## src/rtl/chol_pkg.sv

```systemverilog
// Shared types and constants for the Cholesky tile factor block.
// No dependencies; imported by every module of the block but chol_ram.
`default_nettype none
package chol_pkg;
    localparam int TILE_MAX = 8;
    localparam int IDX_W    = 3;
    localparam int ADDR_W   = 2 * IDX_W;
    localparam int DEPTH    = TILE_MAX * TILE_MAX;
    localparam int DATA_W   = 32;
    localparam int SIZE_W   = 4;

    typedef enum logic [1:0] {
        WR_ZERO,
        WR_LKK,
        WR_DIV
    } wr_src_t;

    typedef struct packed {
        logic                a_we;
        logic [ADDR_W-1:0]   a_waddr;
        logic [ADDR_W-1:0]   a_raddr;
        logic [ADDR_W-1:0]   l_raddr0;
        logic [ADDR_W-1:0]   l_raddr1;
        logic                l_we;
        logic [ADDR_W-1:0]   l_waddr;
        wr_src_t             wr_src;
        logic                acc_load;
        logic                mul_en;
        logic                acc_sub;
        logic                sqrt_start;
        logic                div_start;
        logic                fail_clear;
        logic                fail_set;
        logic [IDX_W-1:0]    fail_idx;
        logic                out_load;
        logic [IDX_W-1:0]    out_col;
        logic                out_upper;
        logic                out_last;
    } cmd_t;

    typedef struct packed {
        logic q_pos;
        logic sqrt_busy;
        logic div_busy;
    } stat_t;
endpackage
`default_nettype wire

```

## src/rtl/chol_ctrl.sv

```systemverilog
// Controller: load counters, size register and the sequencer for factor and unload.
// Depends on chol_pkg.
`default_nettype none
module chol_ctrl (
    input  wire logic                          clk,
    input  wire logic                          rst_n,
    input  wire logic                          cfg_write,
    input  wire logic [chol_pkg::SIZE_W-1:0]   cfg_data,
    input  wire logic                          in_valid,
    output logic                               in_stall,
    output logic                               out_valid,
    input  wire logic                          out_stall,
    output chol_pkg::cmd_t                     cmd,
    input  wire chol_pkg::stat_t               stat
);
    import chol_pkg::*;

    typedef enum logic [3:0] {
        S_LOAD,
        S_ELEM_RDA,
        S_ELEM_ACC,
        S_MAC_RD,
        S_MAC_MUL,
        S_MAC_SUB,
        S_DECIDE,
        S_SQRT,
        S_DIV,
        S_FILL_ZERO,
        S_NEXT,
        S_OUT_RD,
        S_OUT_LD,
        S_OUT_SEND
    } state_t;

    state_t             state_reg;
    logic [SIZE_W-1:0]  size_reg;
    logic [IDX_W-1:0]   i_reg, j_reg, k_reg;
    logic [IDX_W-1:0]   nm1;
    logic               in_acc;

    always_comb
    begin
        if (size_reg == '0)
            nm1 = '0;
        else if (size_reg > SIZE_W'(TILE_MAX))
            nm1 = IDX_W'(TILE_MAX - 1);
        else
            nm1 = IDX_W'(size_reg - 1'b1);

        in_stall  = (state_reg != S_LOAD);
        out_valid = (state_reg == S_OUT_SEND);
        in_acc    = in_valid && !in_stall;

        cmd            = '0;
        cmd.wr_src     = WR_ZERO;
        cmd.a_we       = in_acc;
        cmd.a_waddr    = {i_reg, j_reg};
        cmd.a_raddr    = {i_reg, k_reg};
        cmd.l_raddr0   = {i_reg, j_reg};
        cmd.l_raddr1   = {k_reg, j_reg};
        cmd.l_waddr    = {i_reg, k_reg};
        cmd.fail_idx   = k_reg;
        cmd.out_col    = j_reg;
        cmd.out_upper  = (j_reg > i_reg);
        cmd.out_last   = (i_reg == nm1) && (j_reg == nm1);
        case (state_reg)
            S_LOAD:      cmd.fail_clear = in_acc && (i_reg == nm1) && (j_reg == nm1);
            S_ELEM_ACC:  cmd.acc_load = 1'b1;
            S_MAC_MUL:   cmd.mul_en = 1'b1;
            S_MAC_SUB:   cmd.acc_sub = 1'b1;
            S_DECIDE:
            begin
                cmd.sqrt_start = (i_reg == k_reg) && stat.q_pos;
                cmd.fail_set   = (i_reg == k_reg) && !stat.q_pos;
                cmd.div_start  = (i_reg != k_reg);
            end
            S_SQRT:
            begin
                cmd.l_we   = !stat.sqrt_busy;
                cmd.wr_src = WR_LKK;
            end
            S_DIV:
            begin
                cmd.l_we   = !stat.div_busy;
                cmd.wr_src = WR_DIV;
            end
            S_FILL_ZERO: cmd.l_we = 1'b1;
            S_OUT_LD:    cmd.out_load = 1'b1;
            default:     ;
        endcase
    end

    always_ff @(posedge clk or negedge rst_n)
    begin
        if (!rst_n)
        begin
            state_reg <= S_LOAD;
            size_reg  <= SIZE_W'(TILE_MAX);
            i_reg     <= '0;
            j_reg     <= '0;
            k_reg     <= '0;
        end
        else
        begin
            case (state_reg)
                S_LOAD:
                begin
                    if (cfg_write)
                    begin
                        size_reg <= cfg_data;
                        i_reg    <= '0;
                        j_reg    <= '0;
                    end
                    else if (in_acc)
                    begin
                        if (j_reg == nm1)
                        begin
                            j_reg <= '0;
                            if (i_reg == nm1)
                            begin
                                i_reg     <= '0;
                                k_reg     <= '0;
                                state_reg <= S_ELEM_RDA;
                            end
                            else
                                i_reg <= i_reg + 1'b1;
                        end
                        else
                            j_reg <= j_reg + 1'b1;
                    end
                end
                S_ELEM_RDA: state_reg <= S_ELEM_ACC;
                S_ELEM_ACC:
                begin
                    j_reg     <= '0;
                    state_reg <= (k_reg == '0) ? S_DECIDE : S_MAC_RD;
                end
                S_MAC_RD:  state_reg <= S_MAC_MUL;
                S_MAC_MUL: state_reg <= S_MAC_SUB;
                S_MAC_SUB:
                begin
                    if (j_reg == k_reg - 1'b1)
                        state_reg <= S_DECIDE;
                    else
                    begin
                        j_reg     <= j_reg + 1'b1;
                        state_reg <= S_MAC_RD;
                    end
                end
                S_DECIDE:
                begin
                    if (i_reg != k_reg)
                        state_reg <= S_DIV;
                    else if (stat.q_pos)
                        state_reg <= S_SQRT;
                    else
                        state_reg <= S_FILL_ZERO;
                end
                S_SQRT:
                begin
                    if (!stat.sqrt_busy)
                        state_reg <= S_NEXT;
                end
                S_DIV:
                begin
                    if (!stat.div_busy)
                        state_reg <= S_NEXT;
                end
                // Zero the rest of a failed column, then move to the next column.
                S_FILL_ZERO:
                begin
                    if (i_reg == nm1)
                        state_reg <= S_NEXT;
                    else
                        i_reg <= i_reg + 1'b1;
                end
                S_NEXT:
                begin
                    if (i_reg == nm1)
                    begin
                        if (k_reg == nm1)
                        begin
                            i_reg     <= '0;
                            j_reg     <= '0;
                            state_reg <= S_OUT_RD;
                        end
                        else
                        begin
                            k_reg     <= k_reg + 1'b1;
                            i_reg     <= k_reg + 1'b1;
                            state_reg <= S_ELEM_RDA;
                        end
                    end
                    else
                    begin
                        i_reg     <= i_reg + 1'b1;
                        state_reg <= S_ELEM_RDA;
                    end
                end
                S_OUT_RD: state_reg <= S_OUT_LD;
                S_OUT_LD: state_reg <= S_OUT_SEND;
                S_OUT_SEND:
                begin
                    if (!out_stall)
                    begin
                        if (j_reg == nm1)
                        begin
                            j_reg <= '0;
                            if (i_reg == nm1)
                            begin
                                i_reg     <= '0;
                                state_reg <= S_LOAD;
                            end
                            else
                            begin
                                i_reg     <= i_reg + 1'b1;
                                state_reg <= S_OUT_RD;
                            end
                        end
                        else
                        begin
                            j_reg     <= j_reg + 1'b1;
                            state_reg <= S_OUT_RD;
                        end
                    end
                end
                default: state_reg <= S_LOAD;
            endcase
        end
    end

    a_no_load_during_unload: assert property (@(posedge clk) disable iff (!rst_n)
        out_valid |-> in_stall)
        else $error("request taken while a result is pending");
    a_sqrt_runs: assert property (@(posedge clk) disable iff (!rst_n)
        cmd.sqrt_start |=> stat.sqrt_busy)
        else $error("square root did not start");
    a_idle_units: assert property (@(posedge clk) disable iff (!rst_n)
        (state_reg == S_LOAD) |-> (!stat.sqrt_busy && !stat.div_busy))
        else $error("arithmetic unit busy while loading");
    a_write_in_column: assert property (@(posedge clk) disable iff (!rst_n)
        cmd.l_we |-> (i_reg >= k_reg))
        else $error("factor write above the diagonal");
endmodule
`default_nettype wire

```

## config.mk

```make
export PLATFORM = sky130hd
export DESIGN_NAME = chol_ctrl
export DESIGN_NICKNAME = d
export VERILOG_FILES = /design/src/rtl/chol_pkg.sv /design/src/rtl/chol_ctrl.sv
export SDC_FILE = /design/constraint.sdc
export NUM_CORES = 1
export LEC_CHECK = 0
export ABC_AREA = 0
export BUFFER_PORTS_ARGS = -buffer_cell sky130_fd_sc_hd__buf_2
export CAP_MARGIN = 15
export CORE_MARGIN = 2
export CORE_UTILIZATION = 48
export DETAILED_ROUTE_END_ITERATION = 16
export HOLD_SLACK_MARGIN = 0.15
export PLACE_DENSITY = 0.77
export SYNTH_ARGS = -nofsm -noshare
export SYNTH_HDL_FRONTEND = slang
export SYNTH_SLANG_ARGS = --single-unit
```

## constraint.sdc

```tcl
create_clock -name clk -period 2.4 [get_ports clk]
set_clock_uncertainty 0.05 [all_clocks]
set_input_delay 0.24 -clock clk [delete_from_list [all_inputs] [get_ports clk]]
set_output_delay 0.24 -clock clk [all_outputs]
set_load 0.03 [all_outputs]
```

==> results_dict.tcl, run 1 <==
set metrics [dict create \
    io_buffers 63 \
    r2r_cells 9 \
    grt_antenna_before_repair 0 \
    core.rowCount 25 \
    crit_path_start_kind "flip-flop" \
    fmax_mhz 387.8 \
    multi_input_area_mm2 0.001680 \
    placed_area_mm2 0.002668 \
    stdcell_count 419 \
    synth_nets 320 \
    ant_nets 0 \
    maxCapViolations 0 \
    power_density_mw_per_mm2 1378 \
    cp-end-kind "primary output" \
    tns_ns -0.4951 \
    cp.required_ns 2.11 \
    clkLatencyLatePin_ns 0.26 \
    min_path_type "in -> reg" \
    synth-seq-cells 17 \
    drt_wl_total_um 6722 \
    yosysSeqAreaShare_pct 18.35 \
    cts_max_level 1 \
    outcome "complete, but fails checks" \
    violations "negative setup slack" \
    postLayoutSetupSlackWorst_ns -0.1785 \
    critical_path_class "reg -> out" \
    crit_start "size_reg[0]$_DFFE_PN0P_" \
    p_leak_uw 0.001445 \
    crit_path_max_fanout 13 \
    finalHoldViolCount 0 \
    hold_depth 2 \
    fill_cells 398 \
    area_delta_synth_final_pct 28.74 \
    synth_area_per_cell_um2 7.775 \
    drc 0 \
    start_util_pct 49.55 \
    die_height_um 73.60 \
    drt_iter0_markers 155 \
    whs_endpoint "size_reg[2]$_DFFE_PN0P_" \
    root_buffer "clkbuf_8" \
    slew_headroom_pct 65.75 \
    grt_usage_pct 24.60 \
    grt_pass1_wl_um 10400 \
    synth_warnings 0 \
    viasPerCell 5.947 \
    hpwl_um 4785 \
    die-area_mm2 0.005416 \
    path_clk_slew_ns 0.07 \
    vias 2492 \
    dpl.cell_count 402 \
    synth_cell_types 67 \
    final_common_cell "buf_2" \
    cts.sinks 17 \
    worst_pin_slew_ns 0.5137 \
    grt_max_degree 18 \
    nNetsFinal 387 \
    fp.dieW_um 73.60 \
    p_total_uw 4123 \
    r2r_slack_ns -0.06 \
    cp.arrival_ns 2.29 \
    tritoncts "done" \
    cts_buffers 3 \
    slew_violations 0 \
    timing.rr.start "size_reg[3]$_DFFE_PN1P_" \
    place.gp.congestion 0.9285 \
    synth-async-reset-ratio_pct 100.0 \
    grt_overflow_total 0 \
    stdcell_area_mm2 0.002993 \
    io_pins 64 \
    irDropWorstVdd_mv 0.5530 \
    hp-start "cfg_data[2]" \
    min_period_ns 2.579 \
    syn_inst 299 \
    rsz0062_at_grt "yes" \
    diodes 0 \
    regArea_um2 431.7 \
    synthFlopType "dfrtp_1" \
    r2r-end "j_reg[2]$_DFFE_PN0P_" \
    routedWlPerCell_um 16.04 \
    cts_max_path_buffers 2 \
    finalSetupViolations 7 \
    min_period_over_period_pct 107.4 \
    first_global_vias 2168 \
    syn_area_mm2 0.002325 \
    final_cell_mix "61 x buf_2, 41 x buf_4, 19 x inv_1" \
    synth_edf_count 0 \
    final_layout_size_suffix_gt1_share_pct 46.30 \
    firstDrtPassIters 5 \
    core_mm2 0.004692 \
]
per-layer routing:
layer / vias to the layer above / wire length [um] / GRT usage, %
met4: 0 / 187 / 9.697
li1: 1182 / - / -
met2: 122 / 3118 / 37.60
met1: 1167 / 2921 / 34.96
met5: - / 0 / 0
met3: 21 / 494 / 3.155
where the power goes:
group / switching (uW) / leakage [uW] / total [uW] / internal, uW
Combinational: 1900 / 0.00121 / 3300 / 1400
Sequential: 192 / 0.000210 / 588 / 396
Clock: 116 / 0.0000255 / 232 / 116
Total: 2210 / 0.00144 / 4120 / 1910
Yosys cell counts (2+ instances only):
library cell	instances	area (um^2)
buf_4	30	225.2
inv_1	22	82.58
nand2_1	20	75.07
nor2_1	20	75.07
dfrtp_1	16	400.4
a21oi_1	12	60.06
nor3_1	12	60.06
clkbuf_1	10	37.54
nor2b_1	10	62.56
o21ai_0	10	50.05
ha_1	9	112.6
nand3_1	9	45.04
xnor2_1	7	61.31
a31oi_1	6	37.54
and3_1	6	37.54
nor3b_1	6	45.04
o21ai_1	5	25.02
xor2_1	5	43.79
a21o_1	4	30.03
buf_2	4	20.02
mux2_2	4	45.04
nand2b_1	4	25.02
nor4_1	4	25.02
a221oi_1	3	26.28
and2_1	3	18.77
o211ai_1	3	22.52
o31ai_1	3	22.52
or4_1	3	22.52
a22oi_1	2	15.01
a41oi_1	2	17.52
and3b_1	2	17.52
and4b_1	2	20.02
buf_1	2	7.510
mux2i_1	2	20.02
nand4_1	2	12.51
nor4b_2	2	30.03
o22ai_1	2	12.51
o32ai_1	2	17.52
layout make-up:
cell class / instances / share of cell area [%]
multi-input combinational: 213 / 56.15
clock inverter: 1 / 0.1672
tap: 54 / 2.258
inverter: 22 / 2.759
timing repair buffer: 109 / 22.87
clock buffer: 3 / 1.380
sequential: 17 / 14.42
repair_timing:
item / 4_1_cts / 5_1_grt
hold buffers: 1 / 0
resized for setup: 17 / 28
hold endpoints to repair: 16 / 0
pin swaps: 7 / 8
setup buffers: 7 / 5
setup endpoints to repair: 16 / 16
critical path, stage by stage, from the launching register on:
cell and delay [ns]:
dfrtp_1 0.36, inv_2 0.05, ha_4 0.16, buf_4 0.17
or4_1 0.49, nand3_2 0.14, o21ai_2 0.13, or2_4 0.31
nor2_4 0.08, buf_6 0.13
kinds of logic after synthesis:
family | Yosys count | synth area share [%]
AND/OR/NAND/NOR | 112 | 27.66
multiplexers | 6 | 2.799
buffers and inverters | 69 | 16.52
adder cells (fa/ha/maj) | 10 | 5.328
AO/OA/AOI/OAI | 73 | 24.81
XOR/XNOR | 12 | 4.521
flip-flops | 17 | 18.35
stage by stage:
| step | setup slack [ns] | hold WS (ns) | utilization [%] |
|---|---|---|---|
| final | -0.1785 | 0.1557 | 63.79 |
| after floorplan | 0.03000 | -0.1056 | - |
| after detailed placement | -0.1046 | 0.1513 | 56.85 |
| after global routing | -0.2410 | 0.1655 | 63.79 |
| after global placement | -0.04451 | 0.1430 | 56.85 |
| after CTS | -0.1598 | 0.1557 | 60.56 |
worst max-delay path by stage:
| stage | endpoint | depth (start not counted) | slack, ns |
|---|---|---|---|
| final | cmd[10] | 9 | -0.18 |
| after global placement | cmd[10] | 9 | -0.04 |
| after floorplan | cmd[10] | 7 | 0.03 |
| after CTS | cmd[10] | 9 | -0.16 |
| after detailed placement | cmd[10] | 9 | -0.10 |
| after global routing | cmd[10] | 9 | -0.24 |
No activity file was read; power rests on OpenSTA's default activity.
==> run 2, diff against run 1 <==
--- a/config.mk
+++ b/config.mk
@@ -8,11 +8,12 @@
 export ABC_AREA = 0
 export BUFFER_PORTS_ARGS = -buffer_cell sky130_fd_sc_hd__buf_2
 export CAP_MARGIN = 15
+export CORE_ASPECT_RATIO = 1.75
 export CORE_MARGIN = 2
-export CORE_UTILIZATION = 48
+export CORE_UTILIZATION = 49
 export DETAILED_ROUTE_END_ITERATION = 16
 export HOLD_SLACK_MARGIN = 0.15
-export PLACE_DENSITY = 0.77
+export PLACE_DENSITY = 0.75
 export SYNTH_ARGS = -nofsm -noshare
 export SYNTH_HDL_FRONTEND = slang
 export SYNTH_SLANG_ARGS = --single-unit
==> constraint.sdc (replaced) <==
create_clock -name clk -period 2.6 [get_ports clk]
set_clock_uncertainty 0.05 [all_clocks]
set_input_delay 0.26 -clock clk [delete_from_list [all_inputs] [get_ports clk]]
set_output_delay 0.26 -clock clk [all_outputs]
set_load 0.03 [all_outputs]
==> results_dict.tcl, run 2 (synthesized netlist as in run 1, its figures left out) <==
set metrics [dict create \
    outcome "finished, final reports clean" \
    r2r-end "state_reg[3]$_DFFE_PN0P_" \
    final_cell_mix "61 x buf_2, 27 x buf_4, 20 x nand2_1" \
    r2r_cells 11 \
    fill_cells 429 \
    p_total_uw 3430 \
    critical_path_class "reg -> out" \
    routedWlPerCell_um 16.75 \
    first_global_vias 2210 \
    regArea_um2 426.7 \
    io_buffers 63 \
    power_frac_seq_pct 15.4 \
    final_layout_size_suffix_gt1_share_pct 37.18 \
    final_common_cell "buf_2" \
    cts_max_path_buffers 2 \
    grt_pass1_wl_um 10450 \
    min_period_over_period_pct 99.66 \
    crit_path_max_fanout 4 \
    multi_input_area_mm2 0.001590 \
    cp-end-kind "primary output" \
    cp.required_ns 2.29 \
    power_density_mw_per_mm2 1246 \
    hpwl_um 5255 \
    die-area_mm2 0.005333 \
    slew_headroom_pct 61.67 \
    diodes 0 \
    grt_usage_pct 24.80 \
    p_comb_share_pct 78.6 \
    cts_buffers 3 \
    p_leak_uw 0.001326 \
    tritoncts "done" \
    whs_endpoint "size_reg[2]$_DFFE_PN0P_" \
    nNetsFinal 369 \
    cp.arrival_ns 2.28 \
    ant_nets 0 \
    core.rowCount 33 \
    drc 0 \
    hp-start "cfg_data[2]" \
    core_mm2 0.004624 \
    min_period_ns 2.591 \
    start_util_pct 50.27 \
    firstDrtPassIters 4 \
    finalSetupViolations 0 \
    cts_max_level 1 \
    finalHoldViolCount 0 \
    drt_iter0_markers 122 \
    viasPerCell 6.048 \
    swShare_pct 55.86 \
    maxCapViolations 0 \
    irDropWorstVdd_mv 1.078 \
    min_path_type "in -> reg" \
    root_buffer "clkbuf_8" \
    pwr-share-clk_pct 6.0 \
    cts.sinks 17 \
    hold_depth 2 \
    internal_power_uw 1514 \
    grt_antenna_before_repair 0 \
    rsz0062_at_grt "yes" \
    path_clk_slew_ns 0.07 \
    grt_overflow_total 0 \
    worst_pin_slew_ns 0.5750 \
    r2r_slack_ns 0.07 \
    io_pins 64 \
    place.gp.congestion 0.9058 \
    drt_wl_total_um 6685 \
    timing.rr.start "size_reg[0]$_DFFE_PN0P_" \
    area_delta_synth_final_pct 18.35 \
    power.switching_uw 1916 \
    clkLatencyLatePin_ns 0.26 \
    grt_max_degree 18 \
    vias 2413 \
    crit_path_start_kind "flip-flop" \
    slew_violations 0 \
    tns_ns 0 \
    die_height_um 95.12 \
    fmax_mhz 385.9 \
    fp.dieW_um 56.07 \
]
run 2: cell count changes in the layout (fill, tap and decap cells not counted), sizes merged:
cell | before | now
clkbuf | 4 | 3
buf | 107 | 90
run 2: critical path: stages (launching register included):
cell and delay [ns]:
dfrtp_1 0.38, inv_2 0.05, ha_4 0.16, or4_1 0.48, a41o_1 0.22, o311ai_4 0.11
o211ai_4 0.12, or2_4 0.29, nor2_4 0.08, buf_6 0.13
run 2: final cells by class:
| cell class | instances | share of cell area (%) |
|---|---|---|
| clock buffer | 3 | 1.501 |
| clock inverter | 1 | 0.1819 |
| inverter | 22 | 3.001 |
| multi-input combinational | 213 | 57.80 |
| sequential | 17 | 15.51 |
| tap | 52 | 2.365 |
| timing repair buffer | 91 | 19.65 |
run 2: layer usage:
layer / global-route usage (%) / up-vias / part of all wire [%]
li1: - / 1144 / -
met1: 24.54 / 1128 / 36
met2: 47.75 / 105 / 54
met3: 2.578 / 36 / 4.3
met4: 16.27 / 0 / 6.4
met5: 0 / - / 0
run 2: through the flow:
stage               hold slack [ns]  cell area [um^2]  cells  utilization [%]  setup slack [ns]
floorplan                  -0.08559              2332    299                -           0.05838
global route                 0.1827              2751    399            59.50          -0.07339
CTS                          0.1759              2681    398            57.98           0.01139
detailed placement           0.1670              2591    391            56.03           0.01326
global placement             0.1565              2591    391            56.03           0.07170
finish                       0.1748              2751    399            59.50          0.008714
run 2: repair_timing:
item,4_1_cts,5_1_grt
endpoints found under the hold margin,16,0
endpoints found under the setup margin,3,16
setup buffers,2,1
hold buffers,1,0
pin swaps,6,4
resized for setup,6,15
run 2: power by group through the flow:
stage          Clock, uW  Sequential [uW]  Combinational [uW]
6_report             206              527                2700
5_1_grt              219              545                2910
4_1_cts              207              517                2530
3_5_place_dp           0              523                2490
3_3_place_gp           0              519                2440
2_1_floorplan          0              526                1950
run 2: worst max path at each step:
stage,start,slack [ns],end,depth (start not counted)
after floorplan,j_reg[2]$_DFFE_PN0P_,0.06,cmd[0],7
after global placement,size_reg[0]$_DFFE_PN0P_,0.07,k_reg[0]$_DFFE_PN0P_,11
after detailed placement,size_reg[0]$_DFFE_PN0P_,0.01,k_reg[0]$_DFFE_PN0P_,11
after CTS,size_reg[1]$_DFFE_PN0P_,0.01,cmd[10],9
after global routing,size_reg[0]$_DFFE_PN0P_,-0.07,cmd[10],9
final,size_reg[0]$_DFFE_PN0P_,0.009,cmd[10],9
